**src/sv/lecp_pkg.sv**
```systemverilog
// Shared types, codes and constants for the LED channel effect PWM block.
`timescale 1ns / 1ps

package lecp_pkg;

    // Channel count default and fixed widths
    localparam int CHANNELS_DEF   = 4;
    localparam int CFG_CHANNELS   = 4;
    localparam int CFG_IDX_W      = 3;
    localparam int CFG_DATA_W     = 32;
    localparam int BLINK_SCALE    = 10;

    // Configuration register indexes
    localparam logic [CFG_IDX_W-1:0] REG_MODES     = 3'd0;
    localparam logic [CFG_IDX_W-1:0] REG_DIM       = 3'd1;
    localparam logic [CFG_IDX_W-1:0] REG_FADE_INT  = 3'd2;
    localparam logic [CFG_IDX_W-1:0] REG_BLINK_ON  = 3'd3;
    localparam logic [CFG_IDX_W-1:0] REG_BLINK_OFF = 3'd4;

    // Configuration reset values
    localparam logic [7:0]            MODES_RST     = 8'h00;
    localparam logic [CFG_DATA_W-1:0] DIM_RST       = 32'h7F7F_7F7F;
    localparam logic [CFG_DATA_W-1:0] FADE_INT_RST  = 32'h0A0A_0A0A;
    localparam logic [CFG_DATA_W-1:0] BLINK_ON_RST  = 32'h1414_1414;
    localparam logic [CFG_DATA_W-1:0] BLINK_OFF_RST = 32'h7F7F_7F7F;

    typedef logic [1:0] kind_t;
    localparam kind_t KIND_CMD  = 2'd0;
    localparam kind_t KIND_SLOW = 2'd1;
    localparam kind_t KIND_PWM  = 2'd2;

    typedef logic [1:0] mode_t;
    localparam mode_t MODE_ONOFF = 2'd0;
    localparam mode_t MODE_FADE  = 2'd1;
    localparam mode_t MODE_BLINK = 2'd2;
    localparam mode_t MODE_NEON  = 2'd3;

    typedef logic [1:0] chan_state_t;
    localparam chan_state_t ST_OFF  = 2'd0;
    localparam chan_state_t ST_ON   = 2'd1;
    localparam chan_state_t ST_UP   = 2'd2;
    localparam chan_state_t ST_DOWN = 2'd3;

    // Per-channel configuration slice
    typedef struct packed {
        mode_t      mode;
        logic [7:0] dim;
        logic [7:0] fade_int;
        logic [7:0] on_time;
        logic [7:0] off_time;
    } lane_cfg_t;

    // Per-channel effect state
    typedef struct packed {
        chan_state_t state;
        logic [7:0]  duty;
        logic [15:0] evt_time;
    } lane_st_t;

    typedef struct packed {
        kind_t      kind;
        logic [3:0] on_requests;
    } in_item_t;

    typedef struct packed {
        logic [3:0] pin_levels;
        logic [7:0] duty_ch0;
        logic [7:0] duty_ch1;
        logic [7:0] duty_ch2;
        logic [7:0] duty_ch3;
    } out_item_t;

endpackage

```
**src/sv/lecp_lane.sv**
```systemverilog
// Next-state logic of one light channel: switching, fade steps and blink toggles.
`timescale 1ns / 1ps

module lecp_lane (
    input  lecp_pkg::kind_t     kind,
    input  logic                want,
    input  logic [15:0]         tick_next,
    input  lecp_pkg::lane_cfg_t cfg,
    input  lecp_pkg::lane_st_t  cur,
    output lecp_pkg::lane_st_t  nxt
);
    import lecp_pkg::*;

    logic        tick_hit;
    logic        going_up;
    logic [7:0]  ramp_duty;
    logic [7:0]  ramp_target;
    logic        lit;
    logic [7:0]  wait_units;
    logic [15:0] blink_wait;

    assign tick_hit    = (tick_next == cur.evt_time);
    assign going_up    = (cur.state == ST_UP);
    assign ramp_duty   = going_up ? cur.duty + 8'd1 : cur.duty - 8'd1;
    assign ramp_target = going_up ? cfg.dim : 8'd0;
    assign lit         = (cur.duty != 8'd0);
    assign wait_units  = lit ? cfg.off_time : cfg.on_time;
    // Scale the wait by ten as shift-and-add
    assign blink_wait  = ({8'd0, wait_units} << 3) + ({8'd0, wait_units} << 1);

    always_comb
    begin
        nxt = cur;
        case (kind)
            KIND_CMD:
            begin
                if (want)
                begin
                    // Switch on from dark or fading down
                    if (cur.state inside {ST_OFF, ST_DOWN})
                    begin
                        case (cfg.mode)
                            MODE_ONOFF:
                            begin
                                nxt.duty  = cfg.dim;
                                nxt.state = ST_ON;
                            end
                            MODE_BLINK: nxt.state = ST_ON;
                            default:    nxt.state = ST_UP;
                        endcase
                    end
                end
                else if (cur.state inside {ST_ON, ST_UP})
                begin
                    // Switch off: fade ramps down, others go dark at once
                    if (cfg.mode == MODE_FADE)
                    begin
                        nxt.state = ST_DOWN;
                    end
                    else
                    begin
                        nxt.duty  = 8'd0;
                        nxt.state = ST_OFF;
                    end
                end
            end
            KIND_SLOW:
            begin
                // Step the fade by one and schedule the next step
                if (cfg.mode == MODE_FADE && (cur.state inside {ST_UP, ST_DOWN}) && tick_hit)
                begin
                    nxt.evt_time = cur.evt_time + {8'd0, cfg.fade_int};
                    nxt.duty     = ramp_duty;
                    if (ramp_duty == ramp_target)
                    begin
                        nxt.state = going_up ? ST_ON : ST_OFF;
                    end
                end
                // Toggle the blink and schedule the next toggle
                else if (cfg.mode == MODE_BLINK && cur.state == ST_ON && tick_hit)
                begin
                    nxt.evt_time = cur.evt_time + blink_wait;
                    nxt.duty     = lit ? 8'd0 : cfg.dim;
                end
            end
            default: ;
        endcase
    end

endmodule

```
**src/sv/led_channel_effect_pwm.sv**
```systemverilog
// Top level of the LED channel effect PWM block: registers, channel lanes and result stage.
`timescale 1ns / 1ps

// Channel  | Signals                          | Transfer when
// ---------+----------------------------------+--------------------------
// input    | in_valid, in_ready, in_data      | in_valid && in_ready
// output   | out_valid, out_ready, out_data   | out_valid && out_ready
// config   | cfg_we, cfg_index, cfg_data      | cfg_we high at clock edge
//
// For each item, all lanes compute their next state from the held
// state and the incoming item, and the result register loads at the same edge.
// A new item is taken every cycle while the result register is empty or being
// drained; a stall on the output holds in_ready low only while a result waits.
// Reset (rst_n, asynchronous) clears all channel state and loads config defaults.

module led_channel_effect_pwm #(
    parameter int CHANNELS = lecp_pkg::CHANNELS_DEF
) (
    input  logic                               clk,
    input  logic                               rst_n,
    input  logic                               in_valid,
    output logic                               in_ready,
    input  lecp_pkg::in_item_t                 in_data,
    output logic                               out_valid,
    input  logic                               out_ready,
    output lecp_pkg::out_item_t                out_data,
    input  logic                               cfg_we,
    input  logic [lecp_pkg::CFG_IDX_W-1:0]     cfg_index,
    input  logic [lecp_pkg::CFG_DATA_W-1:0]    cfg_data
);
    import lecp_pkg::*;

    logic [7:0]            modes_reg;
    logic [CFG_DATA_W-1:0] dim_reg;
    logic [CFG_DATA_W-1:0] fade_int_reg;
    logic [CFG_DATA_W-1:0] blink_on_reg;
    logic [CFG_DATA_W-1:0] blink_off_reg;

    logic [15:0] slow_cnt_reg;
    logic [15:0] slow_cnt_next;
    logic [7:0]  pwm_phase_reg;
    logic [3:0]  pin_reg;
    logic [3:0]  pin_next;
    logic [3:0]  pwm_pins;

    lane_st_t  lane_reg  [CHANNELS];
    lane_st_t  lane_next [CHANNELS];
    lane_cfg_t lane_cfg  [CHANNELS];
    logic      lane_want [CHANNELS];

    logic [7:0] duty_cur [CFG_CHANNELS];
    logic [7:0] duty_rep [CFG_CHANNELS];

    logic      out_valid_reg;
    out_item_t out_reg;
    out_item_t out_next;
    logic      in_xfer;

    assign in_ready      = !out_valid_reg || out_ready;
    assign in_xfer       = in_valid && in_ready;
    assign out_valid     = out_valid_reg;
    assign out_data      = out_reg;
    assign slow_cnt_next = slow_cnt_reg + 16'd1;

    // Hold configuration registers
    always_ff @(posedge clk or negedge rst_n)
    begin
        if (!rst_n)
        begin
            modes_reg     <= MODES_RST;
            dim_reg       <= DIM_RST;
            fade_int_reg  <= FADE_INT_RST;
            blink_on_reg  <= BLINK_ON_RST;
            blink_off_reg <= BLINK_OFF_RST;
        end
        else if (cfg_we)
        begin
            case (cfg_index)
                REG_MODES:     modes_reg     <= cfg_data[7:0];
                REG_DIM:       dim_reg       <= cfg_data;
                REG_FADE_INT:  fade_int_reg  <= cfg_data;
                REG_BLINK_ON:  blink_on_reg  <= cfg_data;
                REG_BLINK_OFF: blink_off_reg <= cfg_data;
                default: ;
            endcase
        end
    end

    // Build one lane per channel; channels past four see zero config
    for (genvar c = 0; c < CHANNELS; c++)
    begin : g_lane
        if (c < CFG_CHANNELS)
        begin : g_cfg
            assign lane_cfg[c].mode     = mode_t'(modes_reg[2*c +: 2]);
            assign lane_cfg[c].dim      = dim_reg[8*c +: 8];
            assign lane_cfg[c].fade_int = fade_int_reg[8*c +: 8];
            assign lane_cfg[c].on_time  = blink_on_reg[8*c +: 8];
            assign lane_cfg[c].off_time = blink_off_reg[8*c +: 8];
            assign lane_want[c]         = in_data.on_requests[c];
        end
        else
        begin : g_nocfg
            assign lane_cfg[c]  = '0;
            assign lane_want[c] = 1'b0;
        end

        lecp_lane u_lane (
            .kind      (in_data.kind),
            .want      (lane_want[c]),
            .tick_next (slow_cnt_next),
            .cfg       (lane_cfg[c]),
            .cur       (lane_reg[c]),
            .nxt       (lane_next[c])
        );

        always_ff @(posedge clk or negedge rst_n)
        begin
            if (!rst_n)
            begin
                lane_reg[c] <= '{state: ST_OFF, duty: 8'd0, evt_time: 16'd0};
            end
            else if (in_xfer)
            begin
                lane_reg[c] <= lane_next[c];
            end
        end
    end

    // Gather reported duties; absent channels read as zero
    for (genvar k = 0; k < CFG_CHANNELS; k++)
    begin : g_report
        if (k < CHANNELS)
        begin : g_have
            assign duty_cur[k] = lane_reg[k].duty;
            assign duty_rep[k] = lane_next[k].duty;
        end
        else
        begin : g_none
            assign duty_cur[k] = 8'd0;
            assign duty_rep[k] = 8'd0;
        end
        assign pwm_pins[k] = (pwm_phase_reg < duty_cur[k]);
    end

    assign pin_next = (in_data.kind == KIND_PWM) ? pwm_pins : pin_reg;

    // Advance slow tick counter, pwm phase and pin register
    always_ff @(posedge clk or negedge rst_n)
    begin
        if (!rst_n)
        begin
            slow_cnt_reg  <= 16'd0;
            pwm_phase_reg <= 8'd0;
            pin_reg       <= 4'd0;
        end
        else if (in_xfer)
        begin
            if (in_data.kind == KIND_SLOW)
            begin
                slow_cnt_reg <= slow_cnt_next;
            end
            if (in_data.kind == KIND_PWM)
            begin
                pwm_phase_reg <= pwm_phase_reg + 8'd1;
            end
            pin_reg <= pin_next;
        end
    end

    // Form the result item
    always_comb
    begin
        out_next.pin_levels = pin_next;
        out_next.duty_ch0   = duty_rep[0];
        out_next.duty_ch1   = duty_rep[1];
        out_next.duty_ch2   = duty_rep[2];
        out_next.duty_ch3   = duty_rep[3];
    end

    // Hold the result until its transfer
    always_ff @(posedge clk or negedge rst_n)
    begin
        if (!rst_n)
        begin
            out_valid_reg <= 1'b0;
        end
        else if (in_xfer)
        begin
            out_valid_reg <= 1'b1;
        end
        else if (out_ready)
        begin
            out_valid_reg <= 1'b0;
        end
    end

    always_ff @(posedge clk)
    begin
        if (in_xfer)
        begin
            out_reg <= out_next;
        end
    end

endmodule

```
**config.mk**
```make
export PLATFORM = sky130hd
export DESIGN_NAME = led_channel_effect_pwm
export DESIGN_NICKNAME = d
export VERILOG_FILES = /design/src/sv/lecp_pkg.sv /design/src/sv/lecp_lane.sv /design/src/sv/led_channel_effect_pwm.sv
export SDC_FILE = /design/constraint.sdc
export NUM_CORES = 1
export LEC_CHECK = 0
export ABC_CLOCK_PERIOD_IN_PS = 9750
export BUFFER_PORTS_ARGS = -buffer_cell sky130_fd_sc_hd__buf_2
export CAP_MARGIN = 20
export CORE_MARGIN = 5
export CORE_UTILIZATION = 35
export CTS_CLUSTER_DIAMETER = 30
export DETAILED_ROUTE_END_ITERATION = 10
export PLACE_DENSITY = 0.62
export RECOVER_POWER = 100
export SLEW_MARGIN = 5
export SYNTH_ARGS = -nofsm -noshare
export SYNTH_HDL_FRONTEND = slang
export SYNTH_SLANG_ARGS = --single-unit
export TNS_END_PERCENT = 10
```
**constraint.sdc**
```tcl
create_clock -name clk -period 9.75 [get_ports clk]
set_input_delay 2.925 -clock clk [delete_from_list [all_inputs] [get_ports clk]]
set_output_delay 2.925 -clock clk [all_outputs]
set_load 0.05 [all_outputs]
```
==> summary.txt, run 1 <==
Status
  – Status: complete, but fails checks
  – Failing checks: capacitance limit, slew limit

Clocking
  – # hold bufs at CTS: 0
  – CTS Sinks: 305
  – Setup bufs post-CTS: 0
  – CTS buffer count: slightly below 90
  – CTS Buffer Depth: 3
  – Clock transition at path regs: 0.04 ns
  – CTS tree: done
  – Clk_lat worst skew: roughly 0.62 ns
  – H-tree depth: 3
  – Root buffer cell: clkbuf_16
  – CTS resizes: 0

Detailed routing
  – Via/cell ratio: 5.712
  – 1st-iter DRT viols: 1,674
  – 1st-pass router iterations: 6
  – DRT Wirelength: 72,940 um
  – Wire per inst: 20.43 um
  – Vias after detailed routing: 20,390
  – Routed Antenna Nets: 0
  – Drt drc: 0

Yosys
  – #FFs+latches synth: slightly above 300
  – Top cells by count, synth: 257 x nand2_1, 197 x dfrtp_1, 166 x ha_1
  – Netlist cell types: just under 100
  – Yosys top cell by area: dfrtp_1
  – Yosys top cell area share: 20.79%
  – Top-count cell post-synth: nand2_1
  – Synth Area per Inst: between 9 and 10 um2
  – Synthesized area: 23,710 um2
  – Warning count from the yosys run: 0
  – Syn Nets: 2,768
  – Syn Inst Count: 2,540
  – Number of synthesized flops with an enable pin: 36
  – Ys flop type: dfrtp_1
  – Seq/Total Area, Yosys: 33.32%
  – Main area contributors after synthesis: dfrtp_1 21%, ha_1 8.8%, dfstp_2 8.0%
  – Synth async-reset ratio: 88.20%

Timing
  – Tmin final: between 7 and 8 ns
  – Setup ws final: 2.005 ns
  – Fmax achieved: between 100 and 150 MHz
  – Fin crit share: about 79%
  – Worst Tran Pin Value: 3.924 ns
  – Setup TNS: 0 ns
  – Worst Clk Skew: between 0.02 and 0.025 ns
  – Max-slew headroom: -161.6%
  – RSZ-0062 raised after global routing: false
  – Final Hold Fails: 0
  – Final setup fails: 0
  – Max-slew violations: 397

Floorplan
  – Die area: 73,060 um2
  – Site Rows: 95
  – # IOs: 84
  – Die Span Y: 270.3 um
  – Placeable core region: 67,160 um2
  – Chip Width: 270.3 um
  – Starting density of the core: 35.31%

Final layout
  – Nets: approximately 2,800
  – FILL cells: 6,411
  – Antenna Cells: 0
  – Final design instance area without fill: 28,190 um2
  – Share of post-route cells with drive strength above 1: 17.35%
  – Area growth from synthesis to layout: 18.86%
  – Max reg flops: 72

Power
  – Internal power: a little over 5 mW
  – Clk pwr share: ~40%
  – P_leak: 11.97 nW
  – Combinational power share: 36.2%
  – Peak supply drop: 0.1456 mV
  – Share of power burned in registers: 22.8%
  – Pwr Density: 277.0 nW/um2
  – Net Sw Power: 2.733 mW
  – Switching share of power: 35.00%
  – Total Power: 7.807 mW

Place
  – Dpl cell area: around 25,000 um2
  – Routability cong.: approximately 0.93
  – HPWL after detailed placement: 52,400 um
  – Pre-CTS WS: 3.346 ns
  – IO Port Bufs: 83

Setup path
  – CP startpoint kind: input port
  – CP Data Required Time: 10.28 ns
  – CP cell instances: buf_2 -> clkbuf_1 -> clkinv_1 -> nand2_1 -> nor2_2 -> buf_4 -> o21ai_0 -> buf_4 -> o2bb2ai_1 -> o21bai_1
  – Most frequent cell on the critical path: buf_4
  – CP delay by family, top: buffers and inverters
  – WS Path Type: in -> reg
  – Worst path max stage delay: 1.63 ns
  – Worst Setup End Kind: flop
  – Worst path buffer plus inverter count: 5
  – CP max-delay cell: clkbuf_1
  – Crit path DAT: 8.27 ns
  – Critical Path Fanout Max: 41

GRT
  – Initial antenna violation count: 1
  – First-pass GRT wire length: 115,100 um
  – GRT Overall Usage: 19.29%
  – Vias in the first global route: just over 20,000
  – Largest net degree at the start of global routing: 148
  – Grt total ovfl: 0

Min path
  – Hold Path Class: reg -> reg

Job
  – Total of max-cap violations: 7
[worst register-to-register path, delay by kind of cell, from the launching register on]
kind | cells | cell delay [ns]
buf+inv | 1 | 0.29
xor+xnor | 1 | 0.30
compound gates | 4 | 1.61
simple gates | 4 | 1.86
fa+ha+maj | 1 | 0.70
flops | 1 | 0.72
[area by class of cell]
type | count | area (um2) | share of cell area [%]
sequential | 305 | 7903 | 28.04
clock inverter | 54 | 847.1 | 3.005
timing repair buffer | 108 | 539.3 | 1.913
inverter | 137 | 514.2 | 1.824
multi-input combinational | 1979 | 14830 | 52.61
clock buffer | 114 | 2464 | 8.740
tap | 873 | 1092 | 3.875
[per-stage QoR]
stage	utilization, %	instances	hold slack (ns)
floorplan	-	2540	0.4668
global placement	37.16	3397	0.4856
detailed placement	37.17	3398	0.4851
CTS	42.10	3566	0.5021
global route	41.97	3570	0.5128
finish	41.97	3570	0.4997
[cell families after synthesis]
group                    count (synthesis)  synth area share [%]
XOR/XNOR                               222                 9.867
adder cells (fa/ha/maj)                187                 10.32
flip-flops                             305                 33.32
AND/OR/NAND/NOR                        738                 15.37
buffers and inverters                  256                 4.311
AO/OA/AOI/OAI                          669                 19.21
multiplexers                           163                 7.598
[routing by layer]
layer | GRT usage, % | share of wire [%] | vias to the layer above
met3 | 3.775 | 6.3 | 138
met2 | 32.44 | 48 | 719
met1 | 24.91 | 43 | 10040
li1 | - | - | 9492
met4 | 6.591 | 2.7 | 2
met5 | 0 | 0.015 | -
[layout by cell type, fill, tap and decap left out, types with 16 or more instances in the layout]
cell and instances:
edfxtp_1 36, clkbuf_16 91, o21ai_0 136, xnor2_1 128, nor2b_1 22, xnor3_1 23, a221o_1 25, fa_1 16
nand2b_1 29, bufinv_16 20, xor2_1 63, a2bb2oi_1 17, and3_1 24, ha_1 166, dfstp_2 72, inv_1 132
nor3_1 66, mux2_2 136, a211oi_1 25, or3_1 16, a31oi_1 20, mux2i_1 27, o211ai_1 19, o21a_1 21
nand2_1 257, clkbuf_1 65, buf_2 42, a22oi_1 25, a21o_1 68, a221oi_1 17, dfrtp_1 197, nand4_1 19
a21oi_1 147, nand3_1 66, nor2_1 133, clkinv_2 16, and2_1 18
[path summary, 6_finish.rpt]
path                            startpoint                to  slack [ns]  cells past startpoint
max reg2reg                slow_cnt_reg[0]      lane_reg[36]        4.15                     11
max in group asynchronous            rst_n  fade_int_reg[29]        2.95                      2
max                             in_data[5]      lane_reg[36]        2.00                     10
min reg2reg                     pin_reg[1]        pin_reg[1]        0.50                      1
min in group asynchronous            rst_n  blink_on_reg[14]        2.45                      1
min                             pin_reg[1]        pin_reg[1]        0.50                      1
[power by group through the flow]
stage | registers [mW] | logic (mW) | clock network (mW)
after global placement | 1.78 | 2.70 | 0
after floorplan | 1.70 | 2.22 | 0
after global routing | 1.80 | 3.14 | 3.33
final | 1.78 | 2.82 | 3.20
after detailed placement | 1.79 | 2.79 | 0
after CTS | 1.78 | 2.81 | 3.24
No activity file was read; power rests on OpenSTA's default activity.
==> inputs of run 2 (changes only) <==
ABC_CLOCK_PERIOD_IN_PS = 6260   (was 9750)
PLACE_DENSITY = 0.64   (was 0.62)
clock period = 6.26 ns   (was 9.75 ns; I/O delays follow)
==> run 2 against run 1 <==
- the flow still finishes with violations (capacitance limit, slew limit)
- sequential share of layout area is 0.41 points higher
- die area is the same
- critical endpoint is now lane_reg[14]
- largest power group is now combinational cells
- cell count rose by 0.11%
- clock skew increased by 0.020 ns
==> summary.txt, run 2 (synthesis gave the netlist of run 1 again) <==
Detailed routing
  – Vias after detailed routing: 19,960 (was 20,390)
  – DRT Wirelength: 70,500 um (was 72,940 um)
  – Routed Antenna Nets: 0 (unchanged)
  – 1st-pass router iterations: 5 (was 6)
  – Drt drc: 0 (unchanged)
  – 1st-iter DRT viols: 1,732 (was 1,674)
  – Via/cell ratio: 5.584 (was 5.712)
  – Wire per inst: 19.73 um (was 20.43 um)

Power
  – Peak supply drop: 0.1986 mV (was 0.1456 mV)
  – P_leak: 11.79 nW (was 11.97 nW)
  – Pwr Density: 408.9 nW/um2 (was 277.0 nW/um2)

Clocking
  – CTS buffer count: 85 (was 89)
  – Clk_lat worst skew: 0.63 ns (was 0.62 ns)
  – Root buffer cell: clkbuf_16 (unchanged)
  – CTS resizes: 0 (unchanged)
  – Clock transition at path regs: 0.04 ns (about the same)
  – CTS Buffer Depth: 3 (unchanged)
  – # hold bufs at CTS: 0 (unchanged)
  – H-tree depth: 3 (unchanged)
  – Setup bufs post-CTS: 0 (unchanged)
  – CTS Sinks: 305 (unchanged)
  – CTS tree: done (unchanged)

Timing
  – Fin crit share: 87.53%
  – Max-slew violations: 253 (was 397)
  – RSZ-0062 raised after global routing: false (unchanged)
  – Final setup fails: 0 (unchanged)
  – Setup TNS: 0 ns (unchanged)
  – Worst Tran Pin Value: 3.093 ns (was 3.924 ns)
  – Final Hold Fails: 0 (unchanged)
  – Worst Clk Skew: 0.04366 ns (was 0.02345 ns)
  – Max-slew headroom: -109.1% (was -161.6%)
  – Tmin final: 5.480 ns
  – Fmax achieved: 182.5 MHz

GRT
  – Met1 Use GR: 25.26% (was 24.91%)
  – Initial antenna violation count: 4 (was 1)
  – GRT Overall Usage: 18.69% (was 19.29%)
  – Grt met2 use: 29.63% (was 32.44%)
  – First-pass GRT wire length: 111,100 um (was 115,100 um)
  – Vias in the first global route: 19,570 (was 20,530)
  – Largest net degree at the start of global routing: 104 (was 148)
  – Met3 GRT Util: 4.202% (was 3.775%)
  – Most Used Layer, Global Route: met2 (unchanged)
  – Grt total ovfl: 0 (unchanged)

Place
  – HPWL after detailed placement: 50,890 um (was 52,400 um)
  – IO Port Bufs: 83 (unchanged)
  – Routability cong.: 0.9147 (was 0.9250)

Setup path
  – Crit path DAT: 5.99 ns (was 8.27 ns)
  – CP startpoint kind: input port (unchanged)
  – WS Path Type: in -> reg (unchanged)
  – Critical Path Fanout Max: 36 (was 41)
  – CP Data Required Time: 6.77 ns (was 10.28 ns)
  – Worst Setup End Kind: flop (unchanged)

Floorplan
  – Die Span Y: 270.3 um (unchanged)
  – Placeable core region: 67,160 um2 (unchanged)
  – Site Rows: 95 (unchanged)
  – # IOs: 84 (unchanged)
  – Starting density of the core: 35.31% (unchanged)
  – Chip Width: 270.3 um (unchanged)
  – Die area: 73,060 um2 (unchanged)

Final layout
  – FILL cells: 6,504 (was 6,411)
  – Most frequent cells in the layout: 257 x nand2_1, 197 x dfrtp_1, 166 x ha_1 (unchanged)
  – Commonest non-fill, non-tap cell in the layout: nand2_1 (unchanged)
  – Area growth from synthesis to layout: 17.14% (was 18.86%)
  – Share of post-route cells with drive strength above 1: 17.23% (was 17.35%)
  – Final Util: 41.36% (was 41.97%)
  – Nets: 2,853 (was 2,848)
  – Max reg flops: 72 (unchanged)

Min path
  – Hold Path Class: reg -> reg (unchanged)

Job
  – Total of max-cap violations: 6 (was 7)

Status
  – Status: complete, but fails checks (unchanged)
  – Failing checks: capacitance limit, slew limit (unchanged)
run 2: cell count changes in the layout (fill, tap and decap cells not counted), moves of 3 or more:
cell        change
bufinv_16      -14
buf_4          +11
clkbuf_1        -5
clkbuf_16       -5
clkinvlp_4      +5
clkbuf_8        +3
clkinv_2        +3
diode_2         +3
mux2_1          +3
mux2_2          -3
nor4_1          +3
run 2: layout make-up:
cell class,count,area (um2),area share [%]
Clock buffer,110,2372,8.540
Clock inverter,50,519.2,1.869
Tap cell,873,1092,3.932
Sequential cell,305,7903,28.45
Timing Repair Buffer,117,591.8,2.130
Antenna cell,3,7.507,0.02702
Inverter,137,514.2,1.851
Multi-Input combinational cell,1979,14780,53.20
run 2: critical path: stages:
cell      delay [ns]
clkbuf_1        0.96
buf_4           0.44
nor2_1          0.10
nand2_1         0.12
clkbuf_1        1.58
a21oi_1         0.46
o211ai_1        0.28
xnor2_1         0.14
run 2: path summary, 6_finish.rpt:
kind,start,endpoint,slack (ns),cells past startpoint
setup / recovery,in_data[5],lane_reg[14],0.78,8
max in group asynchronous,rst_n,lane_reg[36],1.61,2
setup reg to reg,slow_cnt_reg[0],lane_reg[83],0.78,12
min in group asynchronous,rst_n,fade_int_reg[15],2.16,1
hold / removal,lane_reg[41],lane_reg[41],0.49,1
hold reg to reg,lane_reg[41],lane_reg[41],0.49,1
run 2: through the flow:
step	instances	worst slack, ns	power (mW)	hold slack [ns]	area [um2]
6_report	3574	0.7804	11.36	0.4947	27780
5_1_grt	3572	0.5013	12.11	0.5125	27770
4_1_cts	3570	1.324	11.41	0.4960	27960
3_5_place_dp	3410	1.363	7.046	0.4856	25070
3_3_place_gp	3409	1.452	7.019	0.4851	25050
2_1_floorplan	2540	1.811	6.109	0.4668	23710
run 2: layer usage:
layer | share of wire (%) | vias up
li1 | - | 9488
met1 | 45 | 9700
met2 | 45 | 620
met3 | 6.8 | 146
met4 | 3.1 | 4
met5 | 0.038 | -
run 2: report_power, final:
group / internal, mW / total [mW] / leakage, nW / switching, mW
logic: 1.93 / 4.30 / 6.74 / 2.38
registers: 2.39 / 2.77 / 3.66 / 0.385
clock network: 2.92 / 4.28 / 1.39 / 1.37
total: 7.23 / 11.4 / 11.8 / 4.13
